### src/rtl/core/assert_macros.svh
// Assertion macros shared by the RTL of the printable string run extractor.
// Needs nothing else; define NO_ASSERTIONS to drop every check.
`ifndef ASSERT_MACROS_SVH
`define ASSERT_MACROS_SVH

`ifndef NO_ASSERTIONS

// Property must hold at every clock edge outside reset.
`define ASSERT_PROP(label, clk, rst_n, prop) \
	label: assert property (@(posedge clk) disable iff (!(rst_n)) (prop)) \
		else $error("assertion failed");

// Expression must never be true outside reset.
`define ASSERT_NEVER(label, clk, rst_n, expr) \
	label: assert property (@(posedge clk) disable iff (!(rst_n)) !(expr)) \
		else $error("forbidden condition seen");

`else

`define ASSERT_PROP(label, clk, rst_n, prop)
`define ASSERT_NEVER(label, clk, rst_n, expr)

`endif

`endif

### src/rtl/core/psre_pkg.sv
// Package for the printable string run extractor: word types, config struct,
// register indexes, widths and the printable-byte test. No dependencies.
`default_nettype none

package psre_pkg;

	localparam int OFFSET_BITS = 32;
	localparam int RUN_LIMIT   = 4096;
	localparam int RUN_BITS    = $clog2(RUN_LIMIT + 1);

	localparam int MIN_RUN_W   = 13;
	localparam int MAX_STR_W   = 16;
	localparam int MAX_CHR_W   = 13;
	localparam int LEN_W       = 13;
	localparam int SOFF_W      = 32;
	localparam int CFG_DATA_W  = 16;
	localparam int CFG_IDX_W   = 2;
	localparam int CMP_W       = (RUN_BITS > MIN_RUN_W) ? RUN_BITS : MIN_RUN_W;

	localparam logic [7:0] CHAR_TAB   = 8'h09;
	localparam logic [7:0] CHAR_FIRST = 8'h20;
	localparam logic [7:0] CHAR_LAST  = 8'h7E;

	localparam logic [RUN_BITS-1:0] RUN_MAX = RUN_BITS'(RUN_LIMIT);

	localparam logic [MIN_RUN_W-1:0] MIN_RUN_RST = MIN_RUN_W'(4);
	localparam logic [MAX_STR_W-1:0] MAX_STR_RST = MAX_STR_W'(4096);
	localparam logic [MAX_CHR_W-1:0] MAX_CHR_RST = MAX_CHR_W'(256);

	typedef enum logic [CFG_IDX_W-1:0] {
		REG_MIN_RUN_LENGTH   = 2'd0,
		REG_MAX_STRINGS      = 2'd1,
		REG_MAX_STRING_CHARS = 2'd2
	} cfg_reg_t;

	typedef struct packed {
		logic [7:0] byte_value;
		logic       op;
		logic       first_of_pass;
		logic       last_of_pass;
	} in_word_t;

	typedef struct packed {
		logic [SOFF_W-1:0] string_offset;
		logic [LEN_W-1:0]  string_length;
		logic              is_utf16;
		logic              table_full;
	} out_word_t;

	typedef struct packed {
		logic [MIN_RUN_W-1:0] min_run_length;
		logic [MAX_STR_W-1:0] max_strings;
		logic [MAX_CHR_W-1:0] max_string_chars;
	} cfg_t;

	function automatic logic is_printable(input logic [7:0] v);
		return (v == CHAR_TAB) || (v >= CHAR_FIRST && v <= CHAR_LAST);
	endfunction

endpackage

`default_nettype wire

### src/rtl/core/psre_cfg.sv
// Configuration registers of the string extractor, written through a plain
// write port. Uses psre_pkg.
`default_nettype none

module psre_cfg
	import psre_pkg::*;
(
	input  wire logic                  clk,
	input  wire logic                  arst_n,
	input  wire logic                  cfg_wr_en,
	input  wire logic [CFG_IDX_W-1:0]  cfg_index,
	input  wire logic [CFG_DATA_W-1:0] cfg_data,
	output cfg_t                       cfg
);

	cfg_t cfg_q;

	always_ff @(posedge clk or negedge arst_n) begin
		if (!arst_n) begin
			cfg_q.min_run_length   <= MIN_RUN_RST;
			cfg_q.max_strings      <= MAX_STR_RST;
			cfg_q.max_string_chars <= MAX_CHR_RST;
		end else if (cfg_wr_en) begin
			unique case (cfg_reg_t'(cfg_index))
				REG_MIN_RUN_LENGTH: begin
					cfg_q.min_run_length <= cfg_data[MIN_RUN_W-1:0];
				end
				REG_MAX_STRINGS: begin
					cfg_q.max_strings <= cfg_data[MAX_STR_W-1:0];
				end
				REG_MAX_STRING_CHARS: begin
					cfg_q.max_string_chars <= cfg_data[MAX_CHR_W-1:0];
				end
				default: begin
					// index beyond the register list: dropped
				end
			endcase
		end
	end

	assign cfg = cfg_q;

endmodule

`default_nettype wire

### src/rtl/core/psre_scan.sv
// Scanner state and per-byte step logic: run tracking for the ASCII and
// UTF-16LE passes and the report decision. Uses psre_pkg, assert_macros.svh.
`default_nettype none
`include "assert_macros.svh"

module psre_scan
	import psre_pkg::*;
(
	input  wire logic     clk,
	input  wire logic     arst_n,
	input  wire logic     en,
	input  wire in_word_t item,
	input  wire cfg_t     cfg,
	output logic          res_valid,
	output out_word_t     res
);

	logic [OFFSET_BITS-1:0] byte_position_q;
	logic [RUN_BITS-1:0]    run_length_q;
	logic [OFFSET_BITS-1:0] run_start_q;
	logic                   low_byte_pending_q;
	logic [7:0]             pending_low_byte_q;
	logic [MAX_STR_W-1:0]   strings_reported_q;

	logic [OFFSET_BITS-1:0] pos;
	logic [RUN_BITS-1:0]    run_b;
	logic                   pend_b;
	logic [7:0]             plow_b;
	logic [MAX_STR_W-1:0]   cnt_b;

	logic                   grow;
	logic                   flush_mid;
	logic [OFFSET_BITS-1:0] grow_at;
	logic [RUN_BITS-1:0]    run_1;
	logic [OFFSET_BITS-1:0] start_1;
	logic                   pend_1;
	logic [7:0]             plow_1;

	logic [RUN_BITS-1:0]    flush_len;
	logic [CMP_W-1:0]       need;
	logic [CMP_W-1:0]       flush_len_w;
	logic [CMP_W-1:0]       chars_w;
	logic                   report;
	logic [MAX_STR_W-1:0]   cnt_next;

	always_comb begin
		// first byte of a pass starts from a clean slate, but a UTF-16LE pass keeps the string count
		pos    = item.first_of_pass ? '0 : byte_position_q;
		run_b  = item.first_of_pass ? '0 : run_length_q;
		pend_b = item.first_of_pass ? 1'b0 : low_byte_pending_q;
		plow_b = item.first_of_pass ? 8'h00 : pending_low_byte_q;
		cnt_b  = (item.first_of_pass && !item.op) ? '0 : strings_reported_q;

		grow      = 1'b0;
		flush_mid = 1'b0;
		grow_at   = pos;
		pend_1    = pend_b;
		plow_1    = plow_b;

		if (!item.op) begin
			grow      = is_printable(item.byte_value);
			flush_mid = !grow;
		end else if (pend_b) begin
			if (item.byte_value == 8'h00 && is_printable(plow_b)) begin
				grow    = 1'b1;
				grow_at = pos - OFFSET_BITS'(1);
				pend_1  = 1'b0;
			end else begin
				// failed pair: restart pairing at this byte
				flush_mid = 1'b1;
				plow_1    = item.byte_value;
				pend_1    = 1'b1;
			end
		end else begin
			plow_1 = item.byte_value;
			pend_1 = 1'b1;
		end

		start_1 = (grow && run_b == '0) ? grow_at : run_start_q;
		if (grow) begin
			run_1 = (run_b < RUN_MAX) ? run_b + RUN_BITS'(1) : run_b;
		end else if (flush_mid) begin
			run_1 = '0;
		end else begin
			run_1 = run_b;
		end

		// a flush mid-byte empties the run, so end-of-pass then finds nothing
		flush_len   = flush_mid ? run_b : run_1;
		need        = (cfg.min_run_length == '0) ? CMP_W'(1) : CMP_W'(cfg.min_run_length);
		flush_len_w = CMP_W'(flush_len);
		chars_w     = CMP_W'(cfg.max_string_chars);
		report      = (flush_mid || item.last_of_pass) && flush_len != '0
		              && flush_len_w >= need && cnt_b < cfg.max_strings;
		cnt_next    = cnt_b + MAX_STR_W'(1);

		res_valid         = report;
		res.string_offset = SOFF_W'(start_1);
		res.string_length = LEN_W'((flush_len_w < chars_w) ? flush_len_w : chars_w);
		res.is_utf16      = item.op;
		res.table_full    = (cnt_next == cfg.max_strings);
	end

	always_ff @(posedge clk or negedge arst_n) begin
		if (!arst_n) begin
			byte_position_q    <= '0;
			run_length_q       <= '0;
			run_start_q        <= '0;
			low_byte_pending_q <= 1'b0;
			pending_low_byte_q <= 8'h00;
			strings_reported_q <= '0;
		end else if (en) begin
			byte_position_q    <= pos + OFFSET_BITS'(1);
			run_length_q       <= item.last_of_pass ? '0 : run_1;
			run_start_q        <= start_1;
			low_byte_pending_q <= item.last_of_pass ? 1'b0 : pend_1;
			pending_low_byte_q <= plow_1;
			strings_reported_q <= report ? cnt_next : cnt_b;
		end
	end

	`ASSERT_PROP(a_count_after_report, clk, arst_n, en && res_valid |=> strings_reported_q != '0)
	`ASSERT_NEVER(a_run_saturates, clk, arst_n, run_length_q > RUN_MAX)
	`ASSERT_PROP(a_last_clears, clk, arst_n, en && item.last_of_pass |=> run_length_q == '0 && !low_byte_pending_q)
	`ASSERT_NEVER(a_report_empty, clk, arst_n, en && res_valid && res.string_length == '0 && cfg.max_string_chars != '0)

endmodule

`default_nettype wire

### src/rtl/core/psre_out_reg.sv
// Result register of the string extractor: holds one report word until the
// consumer takes it. Uses psre_pkg.
`default_nettype none

module psre_out_reg
	import psre_pkg::*;
(
	input  wire logic      clk,
	input  wire logic      arst_n,
	input  wire logic      load,
	input  wire logic      load_valid,
	input  wire out_word_t load_word,
	output logic           ready,
	output logic           out_valid,
	input  wire logic      out_stall,
	output out_word_t      out_word
);

	logic      valid_q;
	out_word_t word_q;

	assign ready = !valid_q || !out_stall;

	always_ff @(posedge clk or negedge arst_n) begin
		if (!arst_n) begin
			valid_q <= 1'b0;
		end else if (ready) begin
			valid_q <= load && load_valid;
		end
	end

	always_ff @(posedge clk) begin
		if (ready && load && load_valid) begin
			word_q <= load_word;
		end
	end

	assign out_valid = valid_q;
	assign out_word  = word_q;

endmodule

`default_nettype wire

### src/rtl/core/printable_string_run_extractor_top.sv
// Top level of the printable string run extractor: input register, config
// registers, scanner and result register. Uses psre_pkg and the psre_ modules.
`default_nettype none

// Takes one file byte per clock and reports runs of printable characters in
// an ASCII pass (op 0) or a UTF-16LE pass (op 1). A byte is registered on
// accept, stepped through the scanner once the result register can take its
// report, and its report, if any, is then loaded into the result register
// and offered from there. One byte per cycle is sustained while no report is
// held back. The input register frees up whenever the result register is
// empty or being taken, so the only thing that throttles input is out_stall
// held high with a report waiting. Write the configuration registers only
// while no byte is in flight.
module printable_string_run_extractor_top
	import psre_pkg::*;
(
	input  wire logic                  clk,
	input  wire logic                  arst_n,
	input  wire logic                  in_valid,
	output logic                       in_stall,
	input  wire in_word_t              in_word,
	output logic                       out_valid,
	input  wire logic                  out_stall,
	output out_word_t                  out_word,
	input  wire logic                  cfg_wr_en,
	input  wire logic [CFG_IDX_W-1:0]  cfg_index,
	input  wire logic [CFG_DATA_W-1:0] cfg_data
);

	logic      valid_s1;
	in_word_t  word_s1;
	logic      out_ready;
	logic      advance;
	logic      res_valid;
	out_word_t res;
	cfg_t      cfg;

	// the s1 word steps the scanner only when its result has somewhere to go
	assign advance  = valid_s1 && out_ready;
	assign in_stall = valid_s1 && !out_ready;

	always_ff @(posedge clk or negedge arst_n) begin
		if (!arst_n) begin
			valid_s1 <= 1'b0;
		end else if (!in_stall) begin
			valid_s1 <= in_valid;
		end
	end

	always_ff @(posedge clk) begin
		if (in_valid && !in_stall) begin
			word_s1 <= in_word;
		end
	end

	psre_cfg u_cfg (
		.clk       (clk),
		.arst_n    (arst_n),
		.cfg_wr_en (cfg_wr_en),
		.cfg_index (cfg_index),
		.cfg_data  (cfg_data),
		.cfg       (cfg)
	);

	psre_scan u_scan (
		.clk       (clk),
		.arst_n    (arst_n),
		.en        (advance),
		.item      (word_s1),
		.cfg       (cfg),
		.res_valid (res_valid),
		.res       (res)
	);

	psre_out_reg u_out (
		.clk        (clk),
		.arst_n     (arst_n),
		.load       (advance),
		.load_valid (res_valid),
		.load_word  (res),
		.ready      (out_ready),
		.out_valid  (out_valid),
		.out_stall  (out_stall),
		.out_word   (out_word)
	);

endmodule

`default_nettype wire
### config.mk
export PLATFORM = sky130hd
export DESIGN_NAME = printable_string_run_extractor_top
export DESIGN_NICKNAME = d
export VERILOG_FILES = /design/src/rtl/core/psre_pkg.sv /design/src/rtl/core/psre_cfg.sv /design/src/rtl/core/psre_scan.sv /design/src/rtl/core/psre_out_reg.sv /design/src/rtl/core/printable_string_run_extractor_top.sv
export VERILOG_INCLUDE_DIRS = /design/src /design/src/rtl/core
export SDC_FILE = /design/constraint.sdc
export NUM_CORES = 1
export LEC_CHECK = 0
export BUFFER_PORTS_ARGS = -buffer_cell sky130_fd_sc_hd__buf_4
export CORE_MARGIN = 3
export CORE_UTILIZATION = 55
export DETAILED_ROUTE_END_ITERATION = 10
export PLACE_DENSITY = 0.78
export SYNTH_ARGS = -nofsm -noshare
export SYNTH_HDL_FRONTEND = slang
export SYNTH_HIERARCHICAL = 1
export SYNTH_SLANG_ARGS = --single-unit
### constraint.sdc
create_clock -name clk -period 21.6 [get_ports clk]
set_clock_uncertainty 0.2 [all_clocks]
set_input_delay 1.08 -clock clk [delete_from_list [all_inputs] [get_ports clk]]
set_output_delay 1.08 -clock clk [all_outputs]
set_load 0.01 [all_outputs]
==> flow_summary.json, run 1 <==
{
  "status": "complete, no violations",
  "finalHoldViolations": 0,
  "die_area_um2": 23800,
  "slowest_stage": "or4_1",
  "timing.setup.tns_ps": 0,
  "port_buffers": 82,
  "tightest_slew_ps": 1040,
  "ctsHtreeMaxLevel": 1,
  "num_vias": 9553,
  "gp_congestion": 0.911,
  "end_kind": "flop",
  "postCtsHoldBufs": 0,
  "drcViolationCount": 0,
  "cts.sinks": 204,
  "path_class": "reg2reg",
  "crit_path_max_incr_delay_ps": 530,
  "post_dp_cell_area_um2": 12800,
  "placementRows": 53,
  "drt_iter0_markers": 699,
  "drive_above_1_share": 0.179,
  "worst-path-buf-inv": 5,
  "cts_setup_buffers": 0,
  "ys_async_sr_fraction": 0.716,
  "ios": 83,
  "track_usage": 0.238,
  "cts_tree": "yes",
  "worstSetupStartpointType": "flop",
  "drv_slew": 0,
  "cp_data_required_time_ps": 21530,
  "synthTopCellsByCount": "dfrtp_1, nand2_1, mux2_2",
  "arrival_ps": 6560,
  "grt_pass1_vias": 9197,
  "synth.most_common_cell": "dfrtp_1",
  "synth-seq-area-share": 0.446,
  "dieHeight_um": 154,
  "yosysUniqueCellTypes": 84,
  "power_density_nw_per_um2": 70.0,
  "ys_warn_count": 6,
  "fp.dieW_um": 154,
  "synth.area.top_cells": "dfrtp_1, edfxtp_1, mux2_2",
  "grt_overflow": 0,
  "clockBufferDepth": 3,
  "stdcell_area_um2": 13500,
  "clkTransAtPathRegs_ps": 70,
  "core_area_um2": 21300,
  "fin_nets": 1368,
  "cts.repair.resized": 0,
  "cts_buffers": 22,
  "fmax_ghz": 0.151,
  "dp_hpwl_um": 20000,
  "netlist_instances": 1249,
  "synthesis.area_um2": 12100,
  "rsz0062_at_grt": "no",
  "synth_top_area_share": 0.296,
  "drv_cap": 0,
  "drt-pass1-iter-count": 6,
  "path_cells": "buf_4 > buf_4 > inv_1 > nand2_1 > inv_1 > ha_1 > nand4_1 > or4_1 > or4_1 > o2111a_1 > or2_2 > ha_1 > o21ai_0 > a221oi_1 > o211ai_1 > a211o_1 > nor2_2 > nand2_1 > a21oi_4 > buf_4",
  "ys.flop_type": "dfrtp_1",
  "setup_viol": 0,
  "avgSynthCellArea_um2": 9.69,
  "hold_class": "reg2reg",
  "post-route-period-util": 0.307,
  "initial_core_util": 0.568,
  "final_antenna_net_count": 0,
  "min_period_ps": 6630,
  "viasPerCell": 6.05,
  "antenna_found_initial": 0,
  "grt_max_degree": 82,
  "path_max_fanout": 51,
  "fill_cells": 1758,
  "diodes": 0,
  "synth_edf_count": 58,
  "grt_pass1_wl_um": 47300,
  "ys_ff_latch": 204,
  "wl_per_cell_um": 18.1,
  "clkLatencyLatePin_ps": 500,
  "crit_family": "simple AND/OR/NAND/NOR gates",
  "leakagePower_uw": 0.00561,
  "root_buffer": "clkbuf_16",
  "netlist.top_cell.by_area": "dfrtp_1",
  "ir_drop_v": 0.0000630,
  "routed_wl_um": 28600,
  "max-slew-margin-rel": 0.302,
  "cp_common_cell": "buf_4",
  "syn_to_final_growth_pct": 11.4,
  "synth_fp_nets": 1329
}
## per-layer routing
metal | up-vias | routed length (um) | track usage
met1 | 4591 | 11900 | 0.314
met3 | 77 | 1540 | 0.0322
met4 | 0 | 779 | 0.0618
met5 | - | 0 | 0
met2 | 297 | 14300 | 0.416
li1 | 4588 | - | -
## registers in the layout (all words and copies together), names as in the netlist
name	flops
u_scan/strings_reported_q	16
u_out/out_word	47
valid_s1	1
u_scan/run_start_q	32
u_cfg/cfg	42
u_scan/run_length_q	13
word_s1	11
u_scan/pending_low_byte_q	8
u_scan/byte_position_q	32
u_scan/low_byte_pending_q	1
u_out/out_valid	1
## cell type report
type / instances / area [um2] / share of cell area
repair buffers: 92 / 694 / 0.0515
clock buffers: 32 / 619 / 0.0459
inverters: 69 / 259 / 0.0192
clock inverters: 8 / 42.5 / 0.00315
well taps: 275 / 344 / 0.0255
flip-flops and latches: 204 / 5400 / 0.400
multi-input cells: 899 / 6130 / 0.454
## logic make-up (layout without fill, tap and decap cells)
family | count (synthesis) | in the layout | share of synthesized area
simple gates | 444 | 444 | 0.190
xor+xnor | 65 | 65 | 0.0470
compound gates | 266 | 266 | 0.148
buf+inv | 146 | 201 | 0.0492
fa+ha+maj | 46 | 46 | 0.0476
mux | 78 | 78 | 0.0721
flops | 204 | 204 | 0.446
## final timing paths
path | slack [ps] | endpoint | startpoint | cells after the start
max in group asynchronous | 19450 | u_cfg/cfg[14] | arst_n | 2
min reg2reg | 280 | u_scan/run_start_q[24] | u_scan/run_start_q[24] | 2
max reg2reg | 14970 | u_out/out_word[10] | word_s1[1] | 20
max | 14970 | u_out/out_word[10] | word_s1[1] | 20
min in group asynchronous | 430 | u_scan/byte_position_q[4] | arst_n | 1
min | 280 | u_scan/run_start_q[24] | u_scan/run_start_q[24] | 2
## power by group
part | total (uW) | switching [uW] | leakage (uW) | internal (uW)
combinational | 143 | 80.2 | 0.00287 | 63.0
clock | 348 | 149 | 0.000328 | 199
sequential | 452 | 27.2 | 0.00242 | 425
total | 944 | 257 | 0.00561 | 687
## tightest hold or removal path: stages (launching register included)
cell	delay (ps)
dfrtp_1	340
nand2_1	40
o21ai_0	60
## through the flow
stage	hold WS (ps)	util	setup WS, ps	power [uW]	cells
2_1_floorplan	250	-	14510	557	1249
3_3_place_gp	261	0.602	15240	595	1539
3_5_place_dp	271	0.602	15120	601	1539
4_1_cts	284	0.634	15060	953	1579
5_1_grt	304	0.634	14500	990	1579
6_report	278	0.634	14970	944	1579
## cells in the final DEF (no fill, tap or decap), types with 20 or more instances in the layout
cell,n
nand4_1,23
nand2_1,132
buf_4,91
nor3_1,28
nor2b_1,24
inv_1,69
clkbuf_16,23
o22ai_1,20
xor2_1,21
o21ai_0,72
a21oi_1,41
edfxtp_1,58
nor2_1,69
mux2_2,73
nand3_1,56
xnor2_1,44
ha_1,46
dfrtp_1,143
Power figures use the tool's default switching activity.
==> run 2: changes to the inputs <==
--- a/config.mk
+++ b/config.mk
@@ -10,7 +10,7 @@
 export CORE_MARGIN = 3
 export CORE_UTILIZATION = 55
 export DETAILED_ROUTE_END_ITERATION = 10
-export PLACE_DENSITY = 0.78
+export PLACE_DENSITY = 0.8
 export SYNTH_ARGS = -nofsm -noshare
 export SYNTH_HDL_FRONTEND = slang
 export SYNTH_HIERARCHICAL = 1
==> constraint.sdc (replaced) <==
create_clock -name clk -period 5.95 [get_ports clk]
set_clock_uncertainty 0.2 [all_clocks]
set_input_delay 0.2975 -clock clk [delete_from_list [all_inputs] [get_ports clk]]
set_output_delay 0.2975 -clock clk [all_outputs]
set_load 0.01 [all_outputs]
==> run 2 against run 1 <==
  * First-iteration DRC count fell by 13%
  * Core utilization up 2.2 points
  * Maximum frequency rose by 24%
  * Worst hold slack lost 220 ps
  * Global-route usage rose by 1.1 points
  * Cell count grew 2.5%
  * Via count up 2.3%
  * Critical endpoint is now u_out/out_word[25]
  * Highest routed layer unchanged
==> flow_summary.json, run 2 (synthesized netlist as in run 1, its figures left out) <==
{
  "final_cell_mix": "dfrtp_1, nand2_1, buf_4",
  "stdcell_area_um2": 14000,
  "num_vias": 9775,
  "timing.setup.tns_ps": 0,
  "hp-start": "cfg_index[1]",
  "drv_slew": 0,
  "cp_data_required_time_ps": 5910,
  "path_class": "reg2reg",
  "cts.sinks": 204,
  "dp_hpwl_um": 20600,
  "grt_max_degree": 84,
  "cts.repair.resized": 0,
  "grt_most_used_layer": "met2",
  "path_max_fanout": 24,
  "core_area_um2": 21300,
  "routed_wl_um": 29800,
  "wl_per_cell_um": 18.4,
  "grt_overflow": 0,
  "drt_iter0_markers": 607,
  "final_antenna_net_count": 0,
  "drcViolationCount": 0,
  "cts_buffers": 22,
  "leakagePower_uw": 0.00584,
  "fp.dieW_um": 154,
  "diodes": 0,
  "post-route-period-util": 0.901,
  "port_buffers": 82,
  "grtUsageMet1": 0.322,
  "grt_pass1_vias": 9778,
  "initial_core_util": 0.568,
  "largest_reg_flops": 47,
  "ios": 83,
  "hold_slack_ps": 58.4,
  "met2_usage": 0.438,
  "rsz0062_at_grt": "no",
  "path_cells": "inv_1 > nand2_1 > inv_1 > ha_1 > nand4_1 > or4_1 > or4_1 > o2111a_1 > or2_2 > ha_1 > o21ai_0 > a221oi_1 > o211ai_1 > a211o_1 > nor2_2 > nand2_1 > a21oi_4 > buf_4",
  "clockBufferDepth": 3,
  "met3_usage": 0.0294,
  "cp-startpoint": "word_s1[1]",
  "postCtsHoldBufs": 30,
  "cts_setup_buffers": 0,
  "crit_family": "simple AND/OR/NAND/NOR gates",
  "status": "complete, no violations",
  "power_density_nw_per_um2": 259,
  "crit_path_max_incr_delay_ps": 530,
  "worstSetupStartpointType": "flop",
  "ir_drop_v": 0.000195,
  "clkLatencyLatePin_ps": 500,
  "power_uw": 3620,
  "placementRows": 53,
  "end_kind": "flop",
  "root_buffer": "clkbuf_16",
  "viasPerCell": 6.04,
  "clkTransAtPathRegs_ps": 60,
  "dieHeight_um": 154,
  "r2r-start": "word_s1[1]",
  "finalHoldViolations": 0,
  "post_dp_cell_area_um2": 12900,
  "setup_viol": 0,
  "ctsHtreeMaxLevel": 1,
  "tightest_slew_ps": 1020,
  "fmax_ghz": 0.187,
  "fin_nets": 1407,
  "gp_congestion": 0.944,
  "drt-pass1-iter-count": 5,
  "track_usage": 0.249,
  "min_period_ps": 5360,
  "fin_util": 0.656,
  "drive_above_1_share": 0.181,
  "drv_cap": 0,
  "syn_to_final_growth_pct": 15.4,
  "grt_pass1_wl_um": 49700,
  "worst-path-buf-inv": 3,
  "antenna_found_initial": 0,
  "max-slew-margin-rel": 0.322,
  "cts_tree": "yes",
  "slowest_stage": "or4_1",
  "hold_class": "in2reg",
  "die_area_um2": 23800,
  "arrival_ps": 5320,
  "final_common_cell": "dfrtp_1"
}
## run 2: per-stage QoR
| step | instances | setup WS (ps) |
|---|---|---|
| 2_1_floorplan | 1249 | 389 |
| 3_3_place_gp | 1548 | 811 |
| 3_5_place_dp | 1548 | 662 |
| 4_1_cts | 1618 | 610 |
| 5_1_grt | 1618 | 284 |
| 6_report | 1618 | 590 |
## run 2: cell type report
type,instances,area (um2)
timing repair buffer,131,1070
fill,1680,7320
clock inverter,8,119
multi-input combinational,899,6130
clock buffer,32,639
tap,275,344
inverter,69,259
sequential,204,5400
## run 2: where the power goes
part / total [uW] / switching (uW) / internal, uW / leakage, uW
sequential: 1650 / 103 / 1540 / 0.00242
clock: 1430 / 549 / 877 / 0.000372
combinational: 549 / 304 / 245 / 0.00304
total: 3620 / 956 / 2660 / 0.00584
## run 2: routing by layer
metal / vias up / wire length (um)
met5: - / 0
met4: 0 / 855
met3: 71 / 1460
met2: 315 / 15100
met1: 4720 / 12400
li1: 4669 / -
## run 2: worst paths after layout
path	end	slack, ps	cells after the start
hold reg to reg	u_scan/run_start_q[31]	280	2
min in group asynchronous	u_scan/run_start_q[23]	210	2
hold / removal	u_cfg/cfg[31]	60	3
setup reg to reg	u_out/out_word[25]	590	18
max in group asynchronous	u_cfg/cfg[30]	3970	3
setup / recovery	u_out/out_word[25]	590	18
## run 2: worst reg2reg max path, cell delays in order (launching register included)
cell and delay (ps):
edfxtp_1 490, inv_1 190, nand2_1 100, inv_1 90
ha_1 210, nand4_1 160, or4_1 530, or4_1 420
o2111a_1 190, or2_2 340, ha_1 310, o21ai_0 80
a221oi_1 310, o211ai_1 160, a211o_1 320, nor2_2 240
nand2_1 150, a21oi_4 170, buf_4 340
